File: src/hdl/pjd_pkg.sv
// shared constants, types and command/status structs for the job dispatch block
// no dependencies; used by pjd_ctrl, pjd_dpath and the top level
`timescale 1ns / 1ps
`default_nettype none
package pjd_pkg;

	localparam int WORKERS  = 8;
	localparam int MAX_JOBS = 32;
	localparam int W_BITS   = $clog2(WORKERS);
	localparam int J_BITS   = $clog2(MAX_JOBS);
	localparam int CNT_BITS = $clog2(MAX_JOBS + 1);

	localparam int REQ_W   = 11;
	localparam int MIN_W   = 8;
	localparam int RATE_W  = 8;
	localparam int TIME_W  = 16;
	localparam int EARN_W  = 21;
	localparam int PROD_W  = MIN_W + RATE_W;
	localparam int IDX_W   = 5;
	localparam int WID_W   = 3;
	localparam int JOB_W   = REQ_W + MIN_W + 1;
	localparam int S_DATA_W = 24;
	localparam int M_DATA_W = 72;
	localparam int CFG_W    = 11;

	localparam logic [TIME_W-1:0] TIME_MAX = '1;
	localparam logic [EARN_W-1:0] EARN_MAX = '1;

	localparam logic [REQ_W-1:0]  START_RESET = 11'd780;
	localparam logic [RATE_W-1:0] RATE_RESET  = 8'd21;

	// configuration register indexes
	localparam logic CFG_START = 1'b0;
	localparam logic CFG_RATE  = 1'b1;

	typedef struct packed {
		logic load;       // input request accepted
		logic init_step;  // write one worker's initial state
		logic rd;         // read job store at current job
		logic next_job;   // step to next job
		logic next_pass;  // restart job scan for ordinary jobs
		logic scan_start; // begin earliest-free worker search
		logic scan_step;  // look at one worker
		logic calc;       // start time and pay product
		logic upd;        // worker update and result capture
		logic done;       // batch finished
	} pjd_cmd_t;

	typedef struct packed {
		logic at_end;
		logic pass1;
		logic skip_job;
		logic w_last;
	} pjd_sts_t;

endpackage
`default_nettype wire

File: src/hdl/pjd_ctrl.sv
// dispatch controller: one-hot state machine sequencing load, worker init,
// job scan, worker search and result handoff; uses pjd_pkg
`timescale 1ns / 1ps
`default_nettype none
module pjd_ctrl (
	input  wire               clk,
	input  wire               arst_n,
	input  wire               s_tvalid,
	input  wire               s_tlast,
	output logic              s_tready,
	output logic              m_tvalid,
	input  wire               m_tready,
	input  pjd_pkg::pjd_sts_t sts,
	output pjd_pkg::pjd_cmd_t cmd
);

	typedef enum logic [7:0] {
		S_LOAD = 8'b0000_0001,
		S_INIT = 8'b0000_0010,
		S_RD   = 8'b0000_0100,
		S_CHK  = 8'b0000_1000,
		S_SCAN = 8'b0001_0000,
		S_CALC = 8'b0010_0000,
		S_UPD  = 8'b0100_0000,
		S_OUT  = 8'b1000_0000
	} state_t;

	state_t state_q, state_d;

	assign s_tready = (state_q == S_LOAD);
	assign m_tvalid = (state_q == S_OUT);

	always_comb begin
		state_d = state_q;
		cmd     = '0;
		case (state_q)
			S_LOAD: begin
				if (s_tvalid) begin
					cmd.load = 1'b1;
					if (s_tlast) state_d = S_INIT;
				end
			end
			S_INIT: begin
				cmd.init_step = 1'b1;
				if (sts.w_last) state_d = S_RD;
			end
			S_RD: begin
				if (sts.at_end) begin
					if (sts.pass1) begin
						cmd.done = 1'b1;
						state_d  = S_LOAD;
					end else begin
						cmd.next_pass = 1'b1;
					end
				end else begin
					cmd.rd  = 1'b1;
					state_d = S_CHK;
				end
			end
			S_CHK: begin
				if (sts.skip_job) begin
					cmd.next_job = 1'b1;
					state_d      = S_RD;
				end else begin
					cmd.scan_start = 1'b1;
					state_d        = S_SCAN;
				end
			end
			S_SCAN: begin
				cmd.scan_step = 1'b1;
				if (sts.w_last) state_d = S_CALC;
			end
			S_CALC: begin
				cmd.calc = 1'b1;
				state_d  = S_UPD;
			end
			S_UPD: begin
				cmd.upd = 1'b1;
				state_d = S_OUT;
			end
			S_OUT: begin
				if (m_tready) begin
					cmd.next_job = 1'b1;
					state_d      = S_RD;
				end
			end
			default: state_d = S_LOAD;
		endcase
	end

	always_ff @(posedge clk or negedge arst_n) begin
		if (!arst_n) state_q <= S_LOAD;
		else         state_q <= state_d;
	end

endmodule
`default_nettype wire

File: src/hdl/pjd_dpath.sv
// dispatch datapath: job store, worker free times and earnings, config
// registers, scan counters and result register; uses pjd_pkg
`timescale 1ns / 1ps
`default_nettype none
module pjd_dpath (
	input  wire                                 clk,
	input  wire                                 arst_n,
	input  pjd_pkg::pjd_cmd_t                   cmd,
	output pjd_pkg::pjd_sts_t                   sts,
	input  wire                                 cfg_valid,
	input  wire                                 cfg_index,
	input  wire  [pjd_pkg::CFG_W-1:0]           cfg_data,
	input  wire  [pjd_pkg::S_DATA_W-1:0]        s_tdata,
	input  wire                                 s_tuser,
	input  wire                                 s_tlast,
	output logic [pjd_pkg::M_DATA_W-1:0]        m_tdata,
	output logic                                m_tuser,
	output logic                                m_tlast
);

	localparam int REQ_W  = pjd_pkg::REQ_W;
	localparam int MIN_W  = pjd_pkg::MIN_W;
	localparam int TIME_W = pjd_pkg::TIME_W;
	localparam int EARN_W = pjd_pkg::EARN_W;
	localparam int PROD_W = pjd_pkg::PROD_W;
	localparam int W_BITS = pjd_pkg::W_BITS;
	localparam int J_BITS = pjd_pkg::J_BITS;
	localparam int CNT_BITS = pjd_pkg::CNT_BITS;

	// configuration
	logic [REQ_W-1:0]          start_cfg_q;
	logic [pjd_pkg::RATE_W-1:0] rate_cfg_q;

	always_ff @(posedge clk or negedge arst_n) begin
		if (!arst_n) begin
			start_cfg_q <= pjd_pkg::START_RESET;
			rate_cfg_q  <= pjd_pkg::RATE_RESET;
		end else if (cfg_valid) begin
			if (cfg_index == pjd_pkg::CFG_START) start_cfg_q <= cfg_data;
			if (cfg_index == pjd_pkg::CFG_RATE)
				rate_cfg_q <= cfg_data[pjd_pkg::RATE_W-1:0];
		end
	end

	// job store: {urgent, minutes, request}
	logic [pjd_pkg::JOB_W-1:0] job_mem [pjd_pkg::MAX_JOBS];
	logic [pjd_pkg::JOB_W-1:0] rd_q;
	logic [CNT_BITS-1:0]       cnt_q;
	logic [CNT_BITS-1:0]       j_q;
	logic                      pass_q;
	logic [J_BITS-1:0]         last_urg_q, last_norm_q;
	logic                      has_norm_q;
	logic                      store_ok;

	assign store_ok = (cnt_q < CNT_BITS'(pjd_pkg::MAX_JOBS));

	always_ff @(posedge clk) begin
		if (cmd.load && store_ok)
			job_mem[cnt_q[J_BITS-1:0]] <= {s_tuser, s_tdata[REQ_W+MIN_W-1:0]};
		if (cmd.rd)
			rd_q <= job_mem[j_q[J_BITS-1:0]];
	end

	logic [REQ_W-1:0] rd_req;
	logic [MIN_W-1:0] rd_mins;
	logic             rd_urg;
	assign rd_req  = rd_q[REQ_W-1:0];
	assign rd_mins = rd_q[REQ_W+MIN_W-1:REQ_W];
	assign rd_urg  = rd_q[REQ_W+MIN_W];

	always_ff @(posedge clk or negedge arst_n) begin
		if (!arst_n) begin
			cnt_q       <= '0;
			j_q         <= '0;
			pass_q      <= 1'b0;
			last_urg_q  <= '0;
			last_norm_q <= '0;
			has_norm_q  <= 1'b0;
		end else begin
			if (cmd.load) begin
				if (store_ok) begin
					cnt_q <= cnt_q + 1'b1;
					if (s_tuser) last_urg_q <= cnt_q[J_BITS-1:0];
					else begin
						last_norm_q <= cnt_q[J_BITS-1:0];
						has_norm_q  <= 1'b1;
					end
				end
				if (s_tlast) begin
					j_q    <= '0;
					pass_q <= 1'b0;
				end
			end
			if (cmd.next_job) j_q <= j_q + 1'b1;
			if (cmd.next_pass) begin
				j_q    <= '0;
				pass_q <= 1'b1;
			end
			if (cmd.done) begin
				cnt_q      <= '0;
				has_norm_q <= 1'b0;
			end
		end
	end

	// worker state
	logic [TIME_W-1:0] free_q   [pjd_pkg::WORKERS];
	logic [EARN_W-1:0] earned_q [pjd_pkg::WORKERS];
	logic [W_BITS-1:0] w_q, best_q;
	logic [TIME_W-1:0] best_time_q;
	logic              w_last;
	logic              take;

	assign w_last = (w_q == W_BITS'(pjd_pkg::WORKERS - 1));
	// strict compare keeps the lowest index on ties
	assign take   = (w_q == '0) || (free_q[w_q] < best_time_q);

	always_ff @(posedge clk or negedge arst_n) begin
		if (!arst_n) begin
			w_q <= '0;
		end else if ((cmd.load && s_tlast) || cmd.scan_start) begin
			w_q <= '0;
		end else if (cmd.init_step || cmd.scan_step) begin
			w_q <= w_last ? '0 : w_q + 1'b1;
		end
	end

	logic [TIME_W-1:0] start_q;
	logic [PROD_W-1:0] prod_q;
	logic [TIME_W:0]   fin_sum;
	logic [TIME_W-1:0] fin;
	logic [EARN_W:0]   earn_sum;
	logic [EARN_W-1:0] earn;
	logic              final_flag;

	assign fin_sum  = {1'b0, start_q} + (TIME_W+1)'(rd_mins);
	assign fin      = fin_sum[TIME_W] ? pjd_pkg::TIME_MAX : fin_sum[TIME_W-1:0];
	assign earn_sum = {1'b0, earned_q[best_q]} + (EARN_W+1)'(prod_q);
	assign earn     = earn_sum[EARN_W] ? pjd_pkg::EARN_MAX : earn_sum[EARN_W-1:0];
	assign final_flag = pass_q ? (j_q[J_BITS-1:0] == last_norm_q)
	                           : (!has_norm_q && (j_q[J_BITS-1:0] == last_urg_q));

	always_ff @(posedge clk) begin
		if (cmd.init_step) begin
			free_q[w_q]   <= TIME_W'(start_cfg_q);
			earned_q[w_q] <= '0;
		end
		if (cmd.scan_step && take) begin
			best_q      <= w_q;
			best_time_q <= free_q[w_q];
		end
		if (cmd.calc) begin
			start_q <= (best_time_q >= TIME_W'(rd_req)) ? best_time_q : TIME_W'(rd_req);
			prod_q  <= PROD_W'(rd_mins) * PROD_W'(rate_cfg_q);
		end
		if (cmd.upd) begin
			free_q[best_q]   <= fin;
			earned_q[best_q] <= earn;
			m_tdata <= {earn, pjd_pkg::WID_W'(best_q), fin, start_q, rd_req,
			            j_q[pjd_pkg::IDX_W-1:0]};
			m_tuser <= rd_urg;
			m_tlast <= final_flag;
		end
	end

	assign sts.at_end   = (j_q >= cnt_q);
	assign sts.pass1    = pass_q;
	assign sts.skip_job = pass_q ? rd_urg : !rd_urg;
	assign sts.w_last   = w_last;

endmodule
`default_nettype wire

File: src/hdl/priority_job_dispatch_earliest_free_top.sv
// sequence: each accepted request is stored while the job store has room; after the batch-end
// request, worker init, then per pass a read and check of each stored job and a pass restart at its end,
// plus per dispatched job a worker search, start/pay, update and output handoff
// throughput: set by the one-worker-per-cycle search loop and by output back-pressure, one job at a time
// reset: start time 780, pay rate 21, empty job store, ready to load
// top level; instantiates pjd_ctrl and pjd_dpath, uses pjd_pkg
`timescale 1ns / 1ps
`default_nettype none
module priority_job_dispatch_earliest_free_top (
	input  wire                                 clk,
	input  wire                                 arst_n,
	input  wire                                 cfg_valid,
	output logic                                cfg_ready,
	input  wire                                 cfg_index,
	input  wire  [pjd_pkg::CFG_W-1:0]           cfg_data,
	input  wire                                 s_tvalid,
	output logic                                s_tready,
	// request_time[10:0], job_minutes[18:11], zero fill
	input  wire  [pjd_pkg::S_DATA_W-1:0]        s_tdata,
	// urgent
	input  wire                                 s_tuser,
	input  wire                                 s_tlast,
	output logic                                m_tvalid,
	input  wire                                 m_tready,
	// job_index[4:0], job_request[15:5], start_minute[31:16],
	// finish_minute[47:32], worker_id[50:48], worker_earnings[71:51]
	output logic [pjd_pkg::M_DATA_W-1:0]        m_tdata,
	// was_urgent
	output logic                                m_tuser,
	output logic                                m_tlast
);

	pjd_pkg::pjd_cmd_t cmd;
	pjd_pkg::pjd_sts_t sts;

	assign cfg_ready = 1'b1;

	pjd_ctrl u_ctrl (
		.clk      (clk),
		.arst_n   (arst_n),
		.s_tvalid (s_tvalid),
		.s_tlast  (s_tlast),
		.s_tready (s_tready),
		.m_tvalid (m_tvalid),
		.m_tready (m_tready),
		.sts      (sts),
		.cmd      (cmd)
	);

	pjd_dpath u_dpath (
		.clk       (clk),
		.arst_n    (arst_n),
		.cmd       (cmd),
		.sts       (sts),
		.cfg_valid (cfg_valid),
		.cfg_index (cfg_index),
		.cfg_data  (cfg_data),
		.s_tdata   (s_tdata),
		.s_tuser   (s_tuser),
		.s_tlast   (s_tlast),
		.m_tdata   (m_tdata),
		.m_tuser   (m_tuser),
		.m_tlast   (m_tlast)
	);

endmodule
`default_nettype wire
File: config.mk
export PLATFORM = sky130hd
export DESIGN_NAME = priority_job_dispatch_earliest_free_top
export DESIGN_NICKNAME = d
export VERILOG_FILES = /design/src/hdl/pjd_pkg.sv /design/src/hdl/pjd_ctrl.sv /design/src/hdl/pjd_dpath.sv /design/src/hdl/priority_job_dispatch_earliest_free_top.sv
export SDC_FILE = /design/constraint.sdc
export NUM_CORES = 1
export LEC_CHECK = 0
export ABC_AREA = 1
export BUFFER_PORTS_ARGS = -buffer_cell sky130_fd_sc_hd__buf_2
export CAP_MARGIN = 5
export CELL_PAD_IN_SITES_DETAIL_PLACEMENT = 1
export CELL_PAD_IN_SITES_GLOBAL_PLACEMENT = 1
export CORE_MARGIN = 2
export CORE_UTILIZATION = 51
export CTS_BUF_LIST = sky130_fd_sc_hd__clkbuf_16
export CTS_CLUSTER_DIAMETER = 30
export DETAILED_ROUTE_END_ITERATION = 16
export PLACE_DENSITY_LB_ADDON = 0.1
export REMOVE_ABC_BUFFERS = 1
export SYNTH_ARGS = -nofsm -noshare
export SYNTH_HDL_FRONTEND = slang
export SYNTH_SLANG_ARGS = --single-unit
File: constraint.sdc
create_clock -name clk -period 5.95 [get_ports clk]
set_input_delay 1.785 -clock clk [delete_from_list [all_inputs] [get_ports clk]]
set_output_delay 1.785 -clock clk [all_outputs]
set_load 0.02 [all_outputs]
==> impl_metrics.tcl, run 1 <==
set metrics [dict create \
    status "finished clean" \
    portBuffers 113 \
    numCtsBuffers 222 \
    crit_slowest_cell "inv_1" \
    fill_cells 9215 \
    cts.sinks 1138 \
    drive_above_1_share_pct 14.8 \
    die_y_um 312 \
    finalHoldViolCount 0 \
    overflow 0 \
    max_stage_delay_ps 750 \
    cp.arrival_ps 5360 \
    cts-resized-gates 0 \
    final_area_um2 58100 \
    grt_first_pass_wirelength_um 215000 \
    setup-violations-final 0 \
    vias 33408 \
    grt_max_degree 150 \
    synth-edff-count 1081 \
    cts_tree "done" \
    placed_cell_area_um2 50300 \
    cts-root-buf "clkbuf_16" \
    grt_use_total_pct 29.3 \
    final_core_util_pct 62.0 \
    drv_cap 0 \
    final.period_utilization_pct 82.2 \
    p_leak_nw 21.8 \
    yosysWarnings 0 \
    worst_slack_ps 1060 \
    synth-seq-cells 1138 \
    power.density_nw_per_um2 415 \
    post_cts_buffers 0 \
    start_kind "flop" \
    antenna_found_initial 3 \
    wl_per_cell_um 25.2 \
    clk-insertion-delay-late_ps 820 \
    fmax_mhz 204 \
    yosysMostFrequentCell "edfxtp_1" \
    netlist_area_um2 48300 \
    start_util_pct 51.6 \
    multi_input_area_um2 12700 \
    core_area_um2 93600 \
    crit_path_max_fanout 26 \
    rrSetupSlack_ps 1060 \
    synthTopCellsByArea "edfxtp_1 67%, o21ai_0 6.0%, nor2_1 5.5%" \
    crit_type "reg2reg" \
    cp.required_ps 6420 \
    rsz0062_at_grt "no" \
    drc 0 \
    drtPass1Iterations 5 \
    dominantRegCellSynth "edfxtp_1" \
    end_kind "flop" \
    peakVddDrop_uv 301 \
    area_growth_pct 20.3 \
    path_clk_slew_ps 50 \
    total_power_w 0.0241 \
    routed_wl_um 142000 \
    ctsHoldBuffers 0 \
    cts_buffer_depth 3 \
    whs_path_depth 0 \
    syn_avg_cell_area_um2 12.1 \
    fin_skew_ps 58.6 \
    synth_seq_area_share_pct 70.2 \
    final_max_slew_viol_count 0 \
    cp_cell_sequence "inv_1 > buf_4 > o21ai_0 > o22ai_1 > nand2_1 > o21ai_0 > ha_1 > a21oi_1 > nand2_1 > a21oi_1 > o21ai_2 > nand3_1 > nand2_1 > nand3_1 > nand2_1 > nand2_1 > buf_4 > a21oi_1" \
    die_w_um 312 \
    dpl.hpwl_um 79000 \
    worst_path_most_repeated_cell "nand2_1" \
    r2r.worst_path.cells 18 \
    grt_pass1_vias 36005 \
    relSlewSlack_pct 20.6 \
    avgViaCountPerCell 5.93 \
    rows 112 \
    synthTopCellsByCount "1081 x edfxtp_1, 707 x nor2_1, 583 x o21ai_0, 390 x nand2_1, 245 x inv_1" \
    synthDistinctLibCells 53 \
    yosysTopAreaCellShare_pct 67.3 \
    ff_latch_area_um2 33900 \
    synthArstFlopShare_pct 4.75 \
    setup_tns_ps 0 \
    syn_inst 3995 \
    min_period_ps 4890 \
    h-tree-depth 4 \
    ant_nets 0 \
    ioPinCount 120 \
    initialDrtViolationCount 2541 \
    finalNetCount 4364 \
    die-area_um2 97100 \
    worstMarginPinSlew_ps 1190 \
    hold_class "reg2reg" \
    synth_area_leader_cell "edfxtp_1" \
    place.gp.congestion 0.803 \
    dpl_worst_slack_ps 1150 \
]
## placed cells by master, fill, tap and decap left out, types with 7 or more instances in the layout
master | Yosys | routed
inv_6 | 0 | 14
clkinvlp_4 | 0 | 28
clkbuf_16 | 0 | 231
dfstp_2 | 8 | 8
inv_1 | 245 | 269
nor2_1 | 707 | 669
a21oi_1 | 83 | 83
buf_4 | 6 | 78
clkinv_4 | 0 | 13
nor3_1 | 10 | 8
a31oi_1 | 37 | 37
fa_1 | 38 | 38
clkinv_1 | 6 | 34
nor2_2 | 4 | 34
nor2_4 | 1 | 9
o21ai_0 | 583 | 583
ha_1 | 100 | 100
nand4_1 | 11 | 11
dfrtp_1 | 46 | 41
o22ai_1 | 240 | 240
clkinv_2 | 0 | 40
nand3_1 | 48 | 48
nand2_1 | 390 | 390
o21ai_1 | 26 | 26
edfxtp_1 | 1081 | 1081
buf_2 | 22 | 113
o31ai_1 | 7 | 7
xor2_1 | 21 | 21
xnor2_1 | 14 | 14
inv_2 | 8 | 11
bufinv_16 | 0 | 34
## sequential cells by signal (all words and copies together), names as in the netlist, 8 cells and up, named ones only
signal / flops
u_dpath.job_mem: 640
u_dpath.earned_q: 168
u_dpath.free_q: 128
u_dpath.m_tdata: 72
u_dpath.rd_q: 20
u_dpath.best_time_q: 16
u_dpath.prod_q: 16
u_dpath.start_q: 16
u_dpath.start_cfg_q: 11
u_ctrl.state_q: 8
u_dpath.rate_cfg_q: 8
## per-stage QoR
stage	hold WS (ps)	instances
after floorplan	426	3766
after global placement	431	5213
after detailed placement	443	5213
after CTS	455	5634
after global routing	469	5634
final	451	5635
## logic make-up after synthesis
group | Yosys count | synth area share, %
other | 1 | 0.00777
buffers and inverters | 488 | 3.93
muxes | 3 | 0.0700
DFF | 1138 | 70.2
and+or+nand+nor | 1191 | 9.69
xor gates and xnor gates | 35 | 0.635
AOI/OAI and AO/OA | 1001 | 11.3
adders and majority gates | 138 | 4.17
## cell type report
| type | count | area share, % |
|---|---|---|
| clock inverters | 190 | 3.41 |
| flip-flops and latches | 1138 | 58.4 |
| diodes | 1 | 0.00431 |
| repair buffers | 193 | 2.05 |
| clock buffers | 231 | 9.96 |
| well taps | 1254 | 2.70 |
| multi-input cells | 2369 | 21.8 |
| inverters | 259 | 1.70 |
## worst paths after layout
check                                          start                             endpoint
max reg2reg                                     flop     u_dpath.earned_q[0][4]$_DFFE_PP_
max in group asynchronous                     arst_n           u_dpath.j_q[0]$_DFFE_PN0P_
min in group asynchronous                     arst_n  u_dpath.start_cfg_q[10]$_DFFE_PN0P_
min reg2reg                u_dpath.rd_q[6]$_DFFE_PP_        u_dpath.m_tdata[11]$_DFFE_PP_
max                                             flop     u_dpath.earned_q[0][4]$_DFFE_PP_
min                        u_dpath.rd_q[6]$_DFFE_PP_        u_dpath.m_tdata[11]$_DFFE_PP_
## power by group
group	switching (W)	internal (W)
Clock	0.00428	0.00848
Sequential	0.0000762	0.00896
Combinational	0.00161	0.000681
Total	0.00596	0.0181
## layer usage
metal | GRT usage [%] | vias up | share of wire (%)
met3 | 4.75 | 310 | 5.5
met2 | 50.4 | 1155 | 50
met1 | 37.2 | 17196 | 41
met5 | 0 | - | 0.0091
li1 | - | 14745 | -
met4 | 11.7 | 2 | 3.4
## worst max-delay path: cells and delay by family (launching register included)
| kind | cells | cell delay, ps |
|---|---|---|
| AOI/OAI and AO/OA | 7 | 1500 |
| buffers and inverters | 3 | 1430 |
| and+or+nand+nor | 7 | 1090 |
| DFF | 1 | 310 |
| adders and majority gates | 1 | 230 |
No activity file was read; power rests on OpenSTA's default activity.
==> inputs of run 2 (changes only) <==
Settings changed: CORE_UTILIZATION 51 to 46.
Clock period 5.95 ns to 4.3 ns, I/O delays scaled along.
==> impl_metrics.tcl, run 2 (same netlist as run 1, synthesis figures left out) <==
set metrics [dict create \
    ctsHoldBuffers 0 \
    die_w_um 328 \
    vias 33060 \
    grt_pass1_vias 34749 \
    p_comb_share_pct 10.0 \
    die_y_um 328 \
    peakVddDrop_uv 466 \
    die-area_um2 108000 \
    rsz0062_at_grt "yes" \
    cts_buffer_depth 3 \
    dpl_worst_slack_ps -189 \
    antenna_cells 0 \
    hold_class "in2async" \
    wl_per_cell_um 23.8 \
    cts.sinks 1138 \
    worst_slack_ps 54.4 \
    layout_commonest_cell "edfxtp_1" \
    pwr-share-seq_pct 35.6 \
    grt_first_pass_wirelength_um 212000 \
    cp.required_ps 4830 \
    clk-insertion-delay-late_ps 820 \
    numCtsBuffers 234 \
    path_buf_inv 5 \
    cp_cell_sequence "buf_6 > nand2_2 > fa_1 > fa_1 > inv_1 > fa_1 > inv_1 > fa_1 > inv_2 > ha_4 > buf_4 > a21oi_4 > nand2_2 > nand3_2 > nand2_2 > a21oi_2 > o21ai_1 > xor2_1" \
    overflow 0 \
    p_leak_nw 22.6 \
    fmax_mhz 236 \
    crit_family "adder cells" \
    h-tree-depth 4 \
    grt_use_total_pct 26.2 \
    p_clk_share_pct 54.3 \
    worst_path_most_repeated_cell "fa_1" \
    antenna_found_initial 4 \
    finalNetCount 4468 \
    initialDrtViolationCount 2384 \
    total_power_w 0.0351 \
    final_max_slew_viol_count 0 \
    final.period_utilization_pct 98.7 \
    place.gp.congestion 0.803 \
    portBuffers 113 \
    rows 118 \
    dpl.hpwl_um 80800 \
    end_kind "flop" \
    setup-violations-final 0 \
    status "finished clean" \
    crit_slowest_cell "dfstp_2" \
    setup_tns_ps 0 \
    drtPass1Iterations 5 \
    ioPinCount 120 \
    crit_type "reg2reg" \
    start_kind "flop" \
    largest_reg_flops 640 \
    max_stage_delay_ps 610 \
    cp.arrival_ps 4770 \
    finalHoldViolCount 0 \
    worstMarginPinSlew_ps 1070 \
    path_clk_slew_ps 50 \
    relSlewSlack_pct 29.0 \
    start_util_pct 46.5 \
    avgViaCountPerCell 5.63 \
    drc 0 \
    cts_tree "done" \
    grt_max_degree 129 \
    area_growth_pct 24.3 \
    cts-root-buf "clkbuf_16" \
    power.share.switching_pct 24.6 \
    min_period_ps 4250 \
    core_area_um2 104000 \
    fin_skew_ps 36.2 \
    ant_nets 0 \
    power.density_nw_per_um2 585 \
    routed_wl_um 140000 \
    p_int_w 0.0265 \
    power.switching_w 0.00862 \
    crit_path_max_fanout 5 \
    drive_above_1_share_pct 18.1 \
    drv_cap 0 \
    final_core_util_pct 57.8 \
    layout_common_cells "1081 x edfxtp_1, 669 x nor2_1, 579 x o21ai_0, 386 x nand2_1, 252 x inv_1" \
]
-- run 2: power groups by stage --
stage                     logic [W]  registers [W]  clock network (W)
after floorplan             0.00190         0.0128                  0
after global placement      0.00325         0.0127                  0
after detailed placement    0.00332         0.0127                  0
after CTS                   0.00342         0.0125             0.0193
after global routing        0.00396         0.0125             0.0198
final                       0.00352         0.0125             0.0191
-- run 2: metrics by stage --
| step | cell area, um2 | hold slack, ps | instances |
|---|---|---|---|
| floorplan | 47300 | 426 | 3766 |
| global placement | 51300 | 433 | 5423 |
| detailed placement | 51300 | 450 | 5423 |
| CTS | 59800 | 347 | 5868 |
| global route | 60000 | 362 | 5873 |
| finish | 60000 | 389 | 5873 |
-- run 2: area by class of cell --
class | instances | area [um2]
inverters | 259 | 987
well taps | 1380 | 1730
repair buffers | 285 | 2070
clock buffers | 234 | 5860
clock inverters | 208 | 2620
fillers | 10318 | 43800
flip-flops and latches | 1138 | 33900
multi-input cells | 2369 | 12800
-- run 2: timing repair --
| item | in CTS | in global routing |
|---|---|---|
| gates resized for setup | 9 | 38 |
| hold endpoints to repair | 0 | 0 |
| pin swaps | 1 | 13 |
| endpoints found under the setup margin | 5 | 144 |
| setup buffers | 3 | 5 |
-- run 2: path summary, 6_finish.rpt --
check                           slack [ps]                               from                                  end  cells past startpoint
worst min register to register         460         u_dpath.rd_q[10]$_DFFE_PP_        u_dpath.m_tdata[15]$_DFFE_PP_                      0
worst max register to register          50  u_dpath.rate_cfg_q[4]$_DFFE_PN1P_         u_dpath.prod_q[12]$_DFFE_PP_                     18
max in group asynchronous             3070                             arst_n        u_ctrl.state_q[0]$_DFFE_PN1P_                      2
worst min-delay path                   390                             arst_n  u_dpath.start_cfg_q[10]$_DFFE_PN0P_                      1
worst max-delay path                    50  u_dpath.rate_cfg_q[4]$_DFFE_PN1P_         u_dpath.prod_q[12]$_DFFE_PP_                     18
min in group clk                       460         u_dpath.rd_q[10]$_DFFE_PP_        u_dpath.m_tdata[15]$_DFFE_PP_                      0
-- run 2: routing by layer --
metal / up-vias / wire length (um) / track usage [%] / share of wire (%)
met3: 259 / 6890 / 4.12 / 4.9
met1: 16922 / 60000 / 34.6 / 43
met5: - / 26 / 0 / 0.019
met2: 929 / 69200 / 44.2 / 49
li1: 14946 / - / - / -
met4: 4 / 3890 / 9.09 / 2.8
